--- config.mk ---
export PLATFORM = sky130hd
export DESIGN_NAME = qoi_pixel_stream_encoder_flat
export DESIGN_NICKNAME = d
export VERILOG_FILES = /design/src/hw/rtl/qoi_pkg.sv /design/src/hw/rtl/qoi_if.sv /design/src/hw/rtl/qoi_unpremul.sv /design/src/hw/rtl/qoi_job_queue.sv /design/src/hw/rtl/qoi_coder.sv /design/src/hw/rtl/qoi_pixel_stream_encoder.sv /design/src/flat_wrapper.sv
export SDC_FILE = /design/constraint.sdc
export NUM_CORES = 2
export LEC_CHECK = 0
export BUFFER_PORTS_ARGS = -buffer_cell sky130_fd_sc_hd__buf_2
export CAP_MARGIN = 40
export CORE_UTILIZATION = 32
export DETAILED_ROUTE_END_ITERATION = 6
export MAX_ROUTING_LAYER = met4
export PLACE_DENSITY_LB_ADDON = 0.3
export SETUP_SLACK_MARGIN = 0.02
export SLEW_MARGIN = 0
export SYNTH_ARGS = -nofsm -noshare
export SYNTH_HDL_FRONTEND = slang
export SYNTH_HIERARCHICAL = 1
export SYNTH_SLANG_ARGS = --single-unit
--- constraint.sdc ---
create_clock -name clk -period 14.8 [get_ports clk]
set_input_delay 2.22 -clock clk [delete_from_list [all_inputs] [get_ports clk]]
set_output_delay 2.22 -clock clk [all_outputs]
set_load 0.02 [all_outputs]
--- src/hw/rtl/qoi_pkg.sv ---
// ----------------------------------------------------------------------------
// qoi_pkg
// Shared types and opcode constants for the pixel stream encoder.
// ----------------------------------------------------------------------------
package qoi_pkg;

  localparam logic [7:0] OP_INDEX = 8'h00;
  localparam logic [7:0] OP_DIFF  = 8'h40;
  localparam logic [7:0] OP_LUMA  = 8'h80;
  localparam logic [7:0] OP_RUN   = 8'hc0;
  localparam logic [7:0] OP_RGB   = 8'hfe;
  localparam logic [7:0] OP_RGBA  = 8'hff;
  localparam int unsigned RUN_LIMIT = 62;
  localparam int unsigned SLOTS = 64;
  localparam int unsigned SLOT_W = $clog2(SLOTS);
  localparam int unsigned QUEUE_DEPTH = 2;

  typedef struct packed {
    logic [7:0] r;
    logic [7:0] g;
    logic [7:0] b;
    logic [7:0] a;
  } pix_t;

  // one classified pixel handed from front to back
  typedef struct packed {
    pix_t px;
    logic last;
  } job_t;

endpackage

--- src/hw/rtl/qoi_if.sv ---
// ----------------------------------------------------------------------------
// qoi_in_if / qoi_out_if
// Valid/ready channels for pixels in and stream bytes out.
// ----------------------------------------------------------------------------
interface qoi_in_if;
  logic       valid;
  logic       ready;
  logic [7:0] blue_premul;
  logic [7:0] green_premul;
  logic [7:0] red_premul;
  logic [7:0] alpha_in;
  logic       final_pixel;
  modport source (output valid, blue_premul, green_premul, red_premul, alpha_in,
                  final_pixel, input ready);
  modport sink (input valid, blue_premul, green_premul, red_premul, alpha_in,
                final_pixel, output ready);
endinterface

interface qoi_out_if;
  logic       valid;
  logic       ready;
  logic [7:0] out_byte;
  logic       end_of_burst;
  modport source (output valid, out_byte, end_of_burst, input ready);
  modport sink (input valid, out_byte, end_of_burst, output ready);
endinterface

--- src/hw/rtl/qoi_unpremul.sv ---
// ----------------------------------------------------------------------------
// qoi_unpremul
// Front part: undoes premultiplication with a shared restoring divider,
// one quotient bit per cycle, and pushes the pixel into the job queue.
// ----------------------------------------------------------------------------
module qoi_unpremul (
  input  logic             clk,
  input  logic             rst_n,
  qoi_in_if.sink           in_ch,
  output logic             job_valid,
  input  logic             job_ready,
  output qoi_pkg::job_t    job
);
  import qoi_pkg::*;

  typedef enum logic [1:0] {S_IDLE, S_DIV, S_DONE} state_t;

  state_t      state_r;
  logic [1:0]  chan_r;
  logic [3:0]  bit_r;
  logic [15:0] num_r;
  logic [15:0] quo_r;
  logic [8:0]  rem_r;
  logic [7:0]  c_r [3];
  logic [7:0]  res_r [3];
  logic [7:0]  a_r;
  logic        last_r;
  logic [8:0]  trial;
  logic        fits;

  assign in_ch.ready = (state_r == S_IDLE);
  assign job_valid   = (state_r == S_DONE);
  assign job         = '{px: '{r: res_r[2], g: res_r[1], b: res_r[0], a: a_r},
                         last: last_r};

  // restoring step: shift in next numerator bit, subtract if it fits
  always_comb begin
    trial = {rem_r[7:0], num_r[15]};
    fits  = (trial >= {1'b0, a_r});
  end

  always_ff @(posedge clk) begin
    if (!rst_n) begin
      state_r <= S_IDLE;
    end else begin
      unique case (state_r)
        S_IDLE: begin
          if (in_ch.valid) begin
            c_r[0] <= in_ch.blue_premul;
            c_r[1] <= in_ch.green_premul;
            c_r[2] <= in_ch.red_premul;
            a_r    <= in_ch.alpha_in;
            last_r <= in_ch.final_pixel;
            if (in_ch.alpha_in == 8'd0) begin
              res_r[0] <= in_ch.blue_premul;
              res_r[1] <= in_ch.green_premul;
              res_r[2] <= in_ch.red_premul;
              state_r  <= S_DONE;
            end else begin
              chan_r  <= 2'd0;
              bit_r   <= 4'd0;
              num_r   <= {in_ch.blue_premul, 8'd0} - {8'd0, in_ch.blue_premul};
              rem_r   <= 9'd0;
              quo_r   <= 16'd0;
              state_r <= S_DIV;
            end
          end
        end
        S_DIV: begin
          rem_r <= fits ? trial - {1'b0, a_r} : trial;
          quo_r <= {quo_r[14:0], fits};
          num_r <= {num_r[14:0], 1'b0};
          bit_r <= bit_r + 4'd1;
          if (bit_r == 4'd15) begin
            res_r[chan_r] <= {quo_r[6:0], fits};
            if (chan_r == 2'd2) begin
              state_r <= S_DONE;
            end else begin
              chan_r <= chan_r + 2'd1;
              num_r  <= {c_r[chan_r + 2'd1], 8'd0} - {8'd0, c_r[chan_r + 2'd1]};
              rem_r  <= 9'd0;
              quo_r  <= 16'd0;
            end
          end
        end
        S_DONE: begin
          if (job_ready) state_r <= S_IDLE;
        end
        default: state_r <= S_IDLE;
      endcase
    end
  end
endmodule

--- src/hw/rtl/qoi_job_queue.sv ---
// ----------------------------------------------------------------------------
// qoi_job_queue
// Small queue of classified pixels between front and back parts.
// ----------------------------------------------------------------------------
module qoi_job_queue (
  input  logic          clk,
  input  logic          rst_n,
  input  logic          wr_valid,
  output logic          wr_ready,
  input  qoi_pkg::job_t wr_data,
  output logic          rd_valid,
  input  logic          rd_ready,
  output qoi_pkg::job_t rd_data
);
  import qoi_pkg::*;

  localparam int unsigned PW = $clog2(QUEUE_DEPTH);

  job_t          mem_r [QUEUE_DEPTH];
  logic [PW-1:0] wp_r;
  logic [PW-1:0] rp_r;
  logic [PW:0]   cnt_r;
  logic          push;
  logic          pop;

  assign wr_ready = (cnt_r != (PW+1)'(QUEUE_DEPTH));
  assign rd_valid = (cnt_r != '0);
  assign rd_data  = mem_r[rp_r];
  assign push     = wr_valid && wr_ready;
  assign pop      = rd_valid && rd_ready;

  always_ff @(posedge clk) begin
    if (push) mem_r[wp_r] <= wr_data;
  end

  always_ff @(posedge clk) begin
    if (!rst_n) begin
      wp_r  <= '0;
      rp_r  <= '0;
      cnt_r <= '0;
    end else begin
      if (push) wp_r <= (wp_r == PW'(QUEUE_DEPTH - 1)) ? '0 : wp_r + 1'b1;
      if (pop)  rp_r <= (rp_r == PW'(QUEUE_DEPTH - 1)) ? '0 : rp_r + 1'b1;
      cnt_r <= cnt_r + (PW+1)'(push) - (PW+1)'(pop);
    end
  end
endmodule

--- src/hw/rtl/qoi_coder.sv ---
// ----------------------------------------------------------------------------
// qoi_coder
// Back part: codes one pixel against the previous one and the color
// index, then sends the opcode bytes one per cycle while out_ch is ready.
// ----------------------------------------------------------------------------
module qoi_coder (
  input  logic          clk,
  input  logic          rst_n,
  input  logic          job_valid,
  output logic          job_ready,
  input  qoi_pkg::job_t job,
  qoi_out_if.source     out_ch
);
  import qoi_pkg::*;

  typedef enum logic [1:0] {S_IDLE, S_LOOK, S_EMIT, S_CLEAR} state_t;

  state_t            state_r;
  pix_t              idx_r [SLOTS];
  logic [SLOTS-1:0]  vld_r;
  pix_t              prev_r;
  logic [5:0]        run_r;
  job_t              job_r;
  logic [SLOT_W-1:0] slot_r;
  pix_t              hit_px_r;
  logic [7:0]        buf_r [14];
  logic [3:0]        len_r;
  logic [3:0]        pos_r;

  pix_t              px;
  pix_t              idx_px;
  logic [7:0]        dr, dg, db, dgr, dgb;
  logic              small_d, luma_ok;
  logic [7:0]        b [14];
  logic [3:0]        n;
  logic              same;

  function automatic logic [SLOT_W-1:0] slot_of(pix_t p);
    logic [9:0] s;
    s = 10'(p.r) * 10'd3 + 10'(p.g) * 10'd5 + 10'(p.b) * 10'd7 + 10'(p.a) * 10'd11;
    return s[SLOT_W-1:0];
  endfunction

  assign px = job_r.px;
  assign idx_px = vld_r[slot_r] ? hit_px_r : '0;

  assign job_ready       = (state_r == S_IDLE);
  assign out_ch.valid    = (state_r == S_EMIT);
  assign out_ch.out_byte = buf_r[pos_r];
  assign out_ch.end_of_burst = (pos_r == len_r - 4'd1);

  // build the byte burst for the looked-up pixel
  always_comb begin
    dr  = px.r - prev_r.r;
    dg  = px.g - prev_r.g;
    db  = px.b - prev_r.b;
    dgr = dr - dg;
    dgb = db - dg;
    small_d = ((dr + 8'd2) < 8'd4) && ((dg + 8'd2) < 8'd4) && ((db + 8'd2) < 8'd4);
    luma_ok = ((dgr + 8'd8) < 8'd16) && ((dgb + 8'd8) < 8'd16)
           && ((dg + 8'd32) < 8'd64);
    same = (px == prev_r);
    for (int i = 0; i < 14; i++) b[i] = 8'h00;
    n = 4'd0;
    if (same) begin
      if (run_r == 6'(RUN_LIMIT - 1) || job_r.last) begin
        b[0] = OP_RUN | {2'b00, run_r};
        n = 4'd1;
      end
    end else begin
      if (run_r != 6'd0) begin
        b[0] = OP_RUN | {2'b00, run_r - 6'd1};
        n = 4'd1;
      end
      if (idx_px == px) begin
        b[n] = OP_INDEX | {2'b00, slot_r};
        n = n + 4'd1;
      end else if (px.a != prev_r.a) begin
        b[n] = OP_RGBA; b[n+4'd1] = px.r; b[n+4'd2] = px.g;
        b[n+4'd3] = px.b; b[n+4'd4] = px.a;
        n = n + 4'd5;
      end else if (small_d) begin
        b[n] = OP_DIFF | {2'b00, dr[1:0] + 2'd2, dg[1:0] + 2'd2, db[1:0] + 2'd2};
        n = n + 4'd1;
      end else if (luma_ok) begin
        b[n] = OP_LUMA | {2'b00, dg[5:0] + 6'd32};
        b[n+4'd1] = {dgr[3:0] + 4'd8, dgb[3:0] + 4'd8};
        n = n + 4'd2;
      end else begin
        b[n] = OP_RGB; b[n+4'd1] = px.r; b[n+4'd2] = px.g; b[n+4'd3] = px.b;
        n = n + 4'd4;
      end
    end
    if (job_r.last) begin
      for (int i = 0; i < 7; i++) b[n + 4'(i)] = 8'h00;
      b[n + 4'd7] = 8'h01;
      n = n + 4'd8;
    end
  end

  always_ff @(posedge clk) begin
    if (state_r == S_IDLE && job_valid) hit_px_r <= idx_r[slot_of(job.px)];
    if (state_r == S_LOOK && !(px == prev_r) && !(idx_px == px)) idx_r[slot_r] <= px;
  end

  always_ff @(posedge clk) begin
    if (!rst_n) begin
      state_r <= S_IDLE;
      vld_r   <= '0;
      prev_r  <= '{r: 8'd0, g: 8'd0, b: 8'd0, a: 8'd255};
      run_r   <= 6'd0;
    end else begin
      unique case (state_r)
        S_IDLE: begin
          if (job_valid) begin
            job_r   <= job;
            slot_r  <= slot_of(job.px);
            state_r <= S_LOOK;
          end
        end
        S_LOOK: begin
          for (int i = 0; i < 14; i++) buf_r[i] <= b[i];
          len_r  <= n;
          pos_r  <= 4'd0;
          prev_r <= px;
          if (same) begin
            run_r <= (run_r == 6'(RUN_LIMIT - 1) || job_r.last) ? 6'd0 : run_r + 6'd1;
          end else begin
            run_r <= 6'd0;
            if (!(idx_px == px)) vld_r[slot_r] <= 1'b1;
          end
          if (job_r.last) state_r <= S_CLEAR;
          else state_r <= (n == 4'd0) ? S_IDLE : S_EMIT;
        end
        S_CLEAR: begin
          // end of image: back to reset state, then drain the burst
          vld_r   <= '0;
          prev_r  <= '{r: 8'd0, g: 8'd0, b: 8'd0, a: 8'd255};
          run_r   <= 6'd0;
          state_r <= S_EMIT;
        end
        S_EMIT: begin
          if (out_ch.ready) begin
            pos_r <= pos_r + 4'd1;
            if (pos_r == len_r - 4'd1) state_r <= S_IDLE;
          end
        end
        default: state_r <= S_IDLE;
      endcase
    end
  end
endmodule

--- src/hw/rtl/qoi_pixel_stream_encoder.sv ---
// ----------------------------------------------------------------------------
// qoi_pixel_stream_encoder
// Un-premultiplies BGRA pixels and codes them into a QOI byte stream.
// ----------------------------------------------------------------------------
// Usage:
//   in_ch carries one premultiplied pixel per transfer, final_pixel on the
//   last pixel of an image. out_ch carries stream bytes, one per transfer,
//   with end_of_burst on the last byte that a pixel causes; pixels inside a
//   run cause no bytes. The header is not written by this block.
//   Flow: the front divides blue, green and red in turn for a pixel with
//   nonzero alpha and passes a zero-alpha pixel through undivided; it takes
//   no new pixel before it has handed off the previous one. The back coder
//   looks up a pixel, clears its state on a last pixel, then sends its
//   bytes, if any, and takes no new pixel before they are all sent. A
//   two-entry queue parts the two so each stalls on its own. A stalled
//   receiver holds the current byte and fills the queue, then
//   back-pressures in_ch. Reset (rst_n low, synchronous) empties the queue,
//   clears the color index and sets the previous pixel to opaque black;
//   the coder clears the index and previous pixel in the same way on each
//   last pixel of an image, before its end marker is sent.
// ----------------------------------------------------------------------------
module qoi_pixel_stream_encoder (
  input  logic       clk,
  input  logic       rst_n,
  qoi_in_if.sink     in_ch,
  qoi_out_if.source  out_ch
);
  import qoi_pkg::*;

  logic f_valid, f_ready, b_valid, b_ready;
  job_t f_job, b_job;

  qoi_unpremul u_front (
    .clk(clk), .rst_n(rst_n), .in_ch(in_ch),
    .job_valid(f_valid), .job_ready(f_ready), .job(f_job)
  );

  qoi_job_queue u_queue (
    .clk(clk), .rst_n(rst_n),
    .wr_valid(f_valid), .wr_ready(f_ready), .wr_data(f_job),
    .rd_valid(b_valid), .rd_ready(b_ready), .rd_data(b_job)
  );

  qoi_coder u_back (
    .clk(clk), .rst_n(rst_n),
    .job_valid(b_valid), .job_ready(b_ready), .job(b_job), .out_ch(out_ch)
  );
endmodule
--- src/flat_wrapper.sv ---
// flat-port wrapper written by rule: the top's interface ports become plain ports
module qoi_pixel_stream_encoder_flat import qoi_pkg::*;
  (clk, rst_n, in_ch_valid, in_ch_blue_premul, in_ch_green_premul, in_ch_red_premul, in_ch_alpha_in, in_ch_final_pixel, in_ch_ready, out_ch_valid, out_ch_out_byte, out_ch_end_of_burst, out_ch_ready);
  qoi_in_if in_ch_i ();
  qoi_out_if out_ch_i ();
  input  logic clk;
  input  logic rst_n;
  input wire logic [$bits(in_ch_i.valid)-1:0] in_ch_valid;
  input wire logic [$bits(in_ch_i.blue_premul)-1:0] in_ch_blue_premul;
  input wire logic [$bits(in_ch_i.green_premul)-1:0] in_ch_green_premul;
  input wire logic [$bits(in_ch_i.red_premul)-1:0] in_ch_red_premul;
  input wire logic [$bits(in_ch_i.alpha_in)-1:0] in_ch_alpha_in;
  input wire logic [$bits(in_ch_i.final_pixel)-1:0] in_ch_final_pixel;
  output wire logic [$bits(in_ch_i.ready)-1:0] in_ch_ready;
  output wire logic [$bits(out_ch_i.valid)-1:0] out_ch_valid;
  output wire logic [$bits(out_ch_i.out_byte)-1:0] out_ch_out_byte;
  output wire logic [$bits(out_ch_i.end_of_burst)-1:0] out_ch_end_of_burst;
  input wire logic [$bits(out_ch_i.ready)-1:0] out_ch_ready;
  assign in_ch_i.valid = in_ch_valid;
  assign in_ch_i.blue_premul = in_ch_blue_premul;
  assign in_ch_i.green_premul = in_ch_green_premul;
  assign in_ch_i.red_premul = in_ch_red_premul;
  assign in_ch_i.alpha_in = in_ch_alpha_in;
  assign in_ch_i.final_pixel = in_ch_final_pixel;
  assign in_ch_ready = in_ch_i.ready;
  assign out_ch_valid = out_ch_i.valid;
  assign out_ch_out_byte = out_ch_i.out_byte;
  assign out_ch_end_of_burst = out_ch_i.end_of_burst;
  assign out_ch_i.ready = out_ch_ready;
  qoi_pixel_stream_encoder u_core (.clk(clk), .rst_n(rst_n), .in_ch(in_ch_i), .out_ch(out_ch_i));
endmodule
# After elaboration in Yosys (flattened, before gate mapping)
# Memory sizes are Yosys's and may differ from the RTL's. A register that Yosys moved wholly into a read port is not among the register bits.
# Cells that the tools add are included.
# word_totals
regBits	203
ram_bits	2274
input_bits	37
out_inout_bits	11
wordCells	353
mem_count	5
# classes
addsub	46
multipliers	4
n_lt_le_gt_ge	35
eq_ne	24
n_mux	134
bitwise	35
n_reduce_logical	44
# memory_table
name	words	word_bits	read_ports	rd_ports_with_merged_regs	wr	line	rtl
u_core.u_back.idx_r	64	32	1	1	1	qoi_coder.sv:19	pix_t idx_r [SLOTS];
u_core.u_back.buf_r	14	8	1	1	14	qoi_coder.sv:26	logic [7:0] buf_r [14];
u_core.u_queue.mem_r	2	33	1	1	1	qoi_job_queue.sv:19	job_t mem_r [QUEUE_DEPTH];
u_core.u_front.c_r	3	8	1	0	3	qoi_unpremul.sv:24	logic [7:0] c_r [3];
u_core.u_front.res_r	3	8	3	0	3	qoi_unpremul.sv:25	logic [7:0] res_r [3];
# ops
operator	count
112-bit bitwise mux	11
112-bit bitwise AND	7
112-bit NOT	7
112-bit two-way mux	5
8-bit demux with 4-bit select	13
8-bit two-way mux	23
64-bit two-way mux	2
64-bit one-hot mux with 2 select lines	1
112-bit OR	1
104-bit two-way mux	1
98-bit bitwise AND	1
98-bit NOT	1
98-bit OR	1
5-bit greater-or-equal comparator, second input constant	13
5-bit by 1-bit less-than comparator with 1-bit output, second input constant	13
4-bit NOT with 5-bit output	13
32-bit equality test	2
16-bit two-way mux	4
64-bit OR	1
32-bit one-hot mux with 2 select lines	1
8-bit subtractor	6
4-bit two-way mux	11
32-bit two-way mux	1
16-bit one-hot mux with 2 select lines	1
64 further kinds	182

# Depth between registers and ports, before layout
# logic_depth
word_depth	27
depth_mapped	29
depth_no_buf	25

# Modules after synthesis
# The synthesis kept the hierarchy.
# by_module_without_submodules
mod	n_inst	cells_per_inst	area_per_inst_um2	seq_area_each_um2
qoi_coder	1	4579	92901.6	67714.9
qoi_unpremul	1	396	4978.5	2862.7
qoi_job_queue	1	132	2655.0	2082.0

# Worst setup path after synthesis
# No wires, ideal clock.
# synth_path
path_type	reg2reg
start	register u_core/u_back/job_r[17] in the netlist's numbering
end	memory u_core.u_back.buf_r[1][0] (data pin)
setup_time_ps	255
arrival_ps	7115
required_ps	14545
slack_ps	7431
path_stages_with_launch	27
path_buffers	4
period_less_slack_ps	7369
path_cell_list	edfxtp_1 -> clkbuf_1 -> inv_1 -> ha_1 -> fa_1 -> nand2b_1 -> o2bb2ai_1 -> xnor2_2 -> inv_2 -> ha_1 -> o21ai_0 -> or4b_1 -> and3_1 -> and3_1 -> or4_1 -> a211oi_2 -> and3_1 -> buf_4 -> a21oi_1 -> o211ai_2 -> clkbuf_1 -> ha_1 -> buf_1 -> nor2_1 -> nand2_1 -> a311oi_2 -> o21ba_1
# synth_rtl
element	line	rtl
start: declaration	qoi_coder.sv:23	job_t job_r;
start signal: assignment	qoi_coder.sv:116	job_r <= job;
end: declaration	qoi_coder.sv:26	

==> summary.txt <==
==============================================================================
Hold path cells                                                              2
Post-Synthesis Net Count                                                  5260
Hpwl dp                                                           186000 microns
Cell Area, Synth                                                  101000 sq um
Post-Layout Cell Count                                                    9712
Post-synth top flop                                               sky130_fd_sc_hd__edfxtp_1
CTS Sinks                                                                 2458
Post-synthesis average cell area                                    19.7 sq um
Post_cts resized                                                             0
Clk slew on worst S/H paths                                            0.06 ns
Worst-case clock buffer depth                                                4
Sequential cell area                                               72700 sq um
Standard-cell row count                                                    205
Count of H-tree levels built during CTS                                      5
TritonCTS clock tree                                                      done
Fmax                                                                 0.127 GHz
Synthesis-stage register bit count                                        2458
Buffer count from post-CTS setup fixing                                      0
Effective utilization at floorplan                                       32.2%
Critical Path Sink Type                                              flip-flop
Total routing usage reported by global routing                           19.3%
CP Launch Type                                                       flip-flop
Number of failing setup endpoints in the final timing report                 0
P_leak                                                                 36.3 nW
Setup Total Neg Slack                                                     0 ns
Final nets                                                                5523
Latest clock arrival within the worst-skew pair                        0.87 ns
Commonest non-fill, non-tap cell in the layout                    sky130_fd_sc_hd__edfxtp_1
Routed length per placed instance                                 30.8 microns
Dpl cells                                                                 9236
Pwr/cell area                                                      262 nW/um^2
Result of the run                                                    completed
Initial DRC count                                                         6812
Total wire length after detailed routing                          299000 microns
Port buffer count                                                           47
Worst hold path class                                               reg -> reg
Final cycle utilization of the critical path                             53.2%
Via count of the first global-routing pass                               52.4k
Vias after detailed routing                                              53.1k
Standard cell core area                                           312000 sq um
Number of max-capacitance violations reported                                0
Vertical die dimension                                             563 microns
First-pass GRT wire length                                        419000 microns
Layout overhead on the synthesized area                                  15.4%
Core utilization of the finished layout                                  37.2%
Largest net degree at the start of global routing                          124
Post-DR vias/cell                                                         5.47
RSZ-0062 raised after global routing                                     false
Final critical path time including I/O delays and setup                7.87 ns
Number of distinct library cells after synthesis                           109
Async set-or-reset flop fraction in the synthesized netlist                 0%
Category of the critical setup timing path                          reg -> reg
Number of antenna-violating nets in the routed design                        0
Global placer's final weighted congestion                                0.902
Worst Max-Slew Pin Slew                                               0.937 ns
DIE WIDTH                                                          563 microns
Maximum fanout count along the critical path                                24
FILL cells                                                               28.3k
Die area                                                          316000 sq um
Post-route clock skew                                                0.0836 ns
Depth of the most critical reg-to-reg path                                  25
Fraction of layout instances using a drive strength above 1              27.2%
Antenna violations before repair                                            15
Arrival time at the worst endpoint                                     8.44 ns
Top library cells by usage in the layout, fill and taps aside     sky130_fd_sc_hd__edfxtp_1 (2343), sky130_fd_sc_hd__mux4_2 (693), sky130_fd_sc_hd__clkbuf_16 (278)
GR Overflow Total                                                            0
Hold-fix buffers at CTS                                                      0
Area of the multi-input gates                                      26900 sq um
Final standard cell area without fillers                          116000 sq um
Root buf cell                                                     sky130_fd_sc_hd__clkbuf_16
Number of buffers created by CTS                                           272
Final Slew Violations                                                        0
Number of enable-type register cells in the synthesized netlist           2343
Remaining DRCs                                                               0
Seq/Total Area, Yosys                                                    72.3%
I/O pins                                                                    48
Hold Fails Final Rpt                                                         0
Cell area after placement                                         108000 sq um
Worst path required time                                              15.37 ns
Number of warnings issued by yosys                                           6
Number of detailed-routing iterations run before antenna repair              6
Headroom to the max-slew limit                                           37.5%
Synthesized netlist cell count                                            5107
Worst vdd ir                                                        0.000973 V
==============================================================================
-- per-stage QoR --
| stage | total power, W | setup WS [ns] | hold slack, ns |
|---|---|---|---|
| 6_report | 0.0304 | 6.93 | 0.448 |
| 5_1_grt | 0.0312 | 6.48 | 0.464 |
| 4_1_cts | 0.0306 | 7.03 | 0.451 |
| 3_5_place_dp | 0.0240 | 7.03 | 0.438 |
| 3_3_place_gp | 0.0235 | 7.20 | 0.427 |
| 2_1_floorplan | 0.0178 | 7.43 | 0.418 |
-- logic make-up after synthesis --
group                      Yosys count  share of synthesized area [%]
DFF                               2458                           72.3
and+or+nand+nor                    737                           3.60
other                                1                        0.00373
muxes                              795                           16.7
adders and majority gates          116                           1.66
xor gates and xnor gates            97                          0.895
AOI/OAI and AO/OA                  514                           3.32
buffers and inverters              389                           1.58
-- critical path, stage by stage (launching register included) --
cell,delay [ns]
sky130_fd_sc_hd__edfxtp_1,0.34
sky130_fd_sc_hd__buf_4,0.33
sky130_fd_sc_hd__inv_1,0.10
sky130_fd_sc_hd__ha_1,0.23
sky130_fd_sc_hd__fa_1,0.41
sky130_fd_sc_hd__nand2b_1,0.16
sky130_fd_sc_hd__o2bb2ai_1,0.19
sky130_fd_sc_hd__xnor2_2,0.41
sky130_fd_sc_hd__inv_2,0.18
sky130_fd_sc_hd__ha_1,0.38
sky130_fd_sc_hd__o21ai_0,0.12
sky130_fd_sc_hd__or4b_1,0.47
sky130_fd_sc_hd__and3_1,0.21
sky130_fd_sc_hd__and3_1,0.18
sky130_fd_sc_hd__or4_1,0.53
sky130_fd_sc_hd__a211oi_2,0.30
sky130_fd_sc_hd__and3_1,0.46
sky130_fd_sc_hd__nand3_1,0.13
sky130_fd_sc_hd__mux2_2,0.44
sky130_fd_sc_hd__inv_2,0.25
sky130_fd_sc_hd__nor2_1,0.07
sky130_fd_sc_hd__ha_1,0.39
sky130_fd_sc_hd__nor3_1,0.27
sky130_fd_sc_hd__a211oi_1,0.12
sky130_fd_sc_hd__a221oi_2,0.71
sky130_fd_sc_hd__nor3_1,0.13
-- worst paths after layout --
path                            slack (ns)                                    to                                 start
worst max-delay path                  6.93   u_core/u_back/buf_r[0][1]$_DFFE_PP_     u_core/u_back/job_r[17]$_DFFE_PP_
worst min register to register        0.45  u_core/u_back/vld_r[39]$_SDFFE_PN0P_  u_core/u_back/vld_r[39]$_SDFFE_PN0P_
worst max register to register        6.93   u_core/u_back/buf_r[0][1]$_DFFE_PP_     u_core/u_back/job_r[17]$_DFFE_PP_
worst min-delay path                  0.45  u_core/u_back/vld_r[39]$_SDFFE_PN0P_  u_core/u_back/vld_r[39]$_SDFFE_PN0P_
-- cell usage after synthesis (all sizes together), types with 5 or more instances --
library cell,instances,area share (%)
o22ai,12,0.081
and3,25,0.16
or3b,7,0.061
mux2i,32,0.35
nor3,50,0.26
o31ai,18,0.13
a21oi,119,0.59
dfxtp,115,2.3
o21a,13,0.098
fa,29,0.58
nand3b,17,0.13
nor4b,6,0.052
a31oi,16,0.10
clkbuf,181,0.68
a22oi,25,0.19
and2,15,0.093
xor2,28,0.24
a21o,14,0.10
edfxtp,2343,70
or3,15,0.093
nand3,69,0.36
a221oi,5,0.050
mux4,693,16
nor4,33,0.22
a211oi,33,0.27
or4,5,0.037
or2,9,0.056
a31o,7,0.061
nand2,213,0.80
ha,87,1.1
nor4bb,5,0.050
nand2b,17,0.11
nor2,188,0.70
nor2b,19,0.12
nor3b,13,0.097
o21ai,167,0.85
buf,85,0.45
inv,122,0.46
o41ai,6,0.071
nand4,24,0.16
mux2,70,0.79
xnor2,66,0.58
o211ai,13,0.10
a21boi,11,0.082
-- registers in the layout, indices dropped and copies added (netlist names), 16 cells and up, named ones only --
| register | cells |
|---|---|
| u_core/u_queue/mem_r | 66 |
| u_core/u_back/vld_r | 64 |
| u_core/u_back/hit_px_r | 32 |
| u_core/u_back/buf_r | 56 |
| u_core/u_back/job_r | 33 |
| u_core/u_front/res_r | 24 |
| u_core/u_front/num_r | 16 |
| u_core/u_back/idx_r | 2048 |
| u_core/u_back/prev_r | 32 |
| u_core/u_front/c_r | 24 |
-- per-layer routing --
layer / global-route usage (%) / up-vias / wire length (microns)
met5: - / - / 0
met2: 29.7 / 2445 / 139000
met3: 3.25 / 473 / 25000
met1: 26.2 / 28601 / 124000
li1: - / 21583 / -
met4: 6.10 / 0 / 10600
-- layout make-up --
cell class | count | area share, %
timing repair buffer | 255 | 2.02
sequential | 2458 | 62.6
clock buffer | 332 | 6.18
clock inverter | 135 | 1.16
antenna | 9 | 0.0194
tap | 4140 | 4.46
multi-input combinational | 2260 | 23.2
inverter | 123 | 0.400
-- report_power, final --
part	switching, W	internal [W]	total, W
Combinational	0.00872	0.00646	0.0152
Clock	0.00274	0.00384	0.00658
Sequential	0.000198	0.00841	0.00860
(Power assumes the default switching activity.)
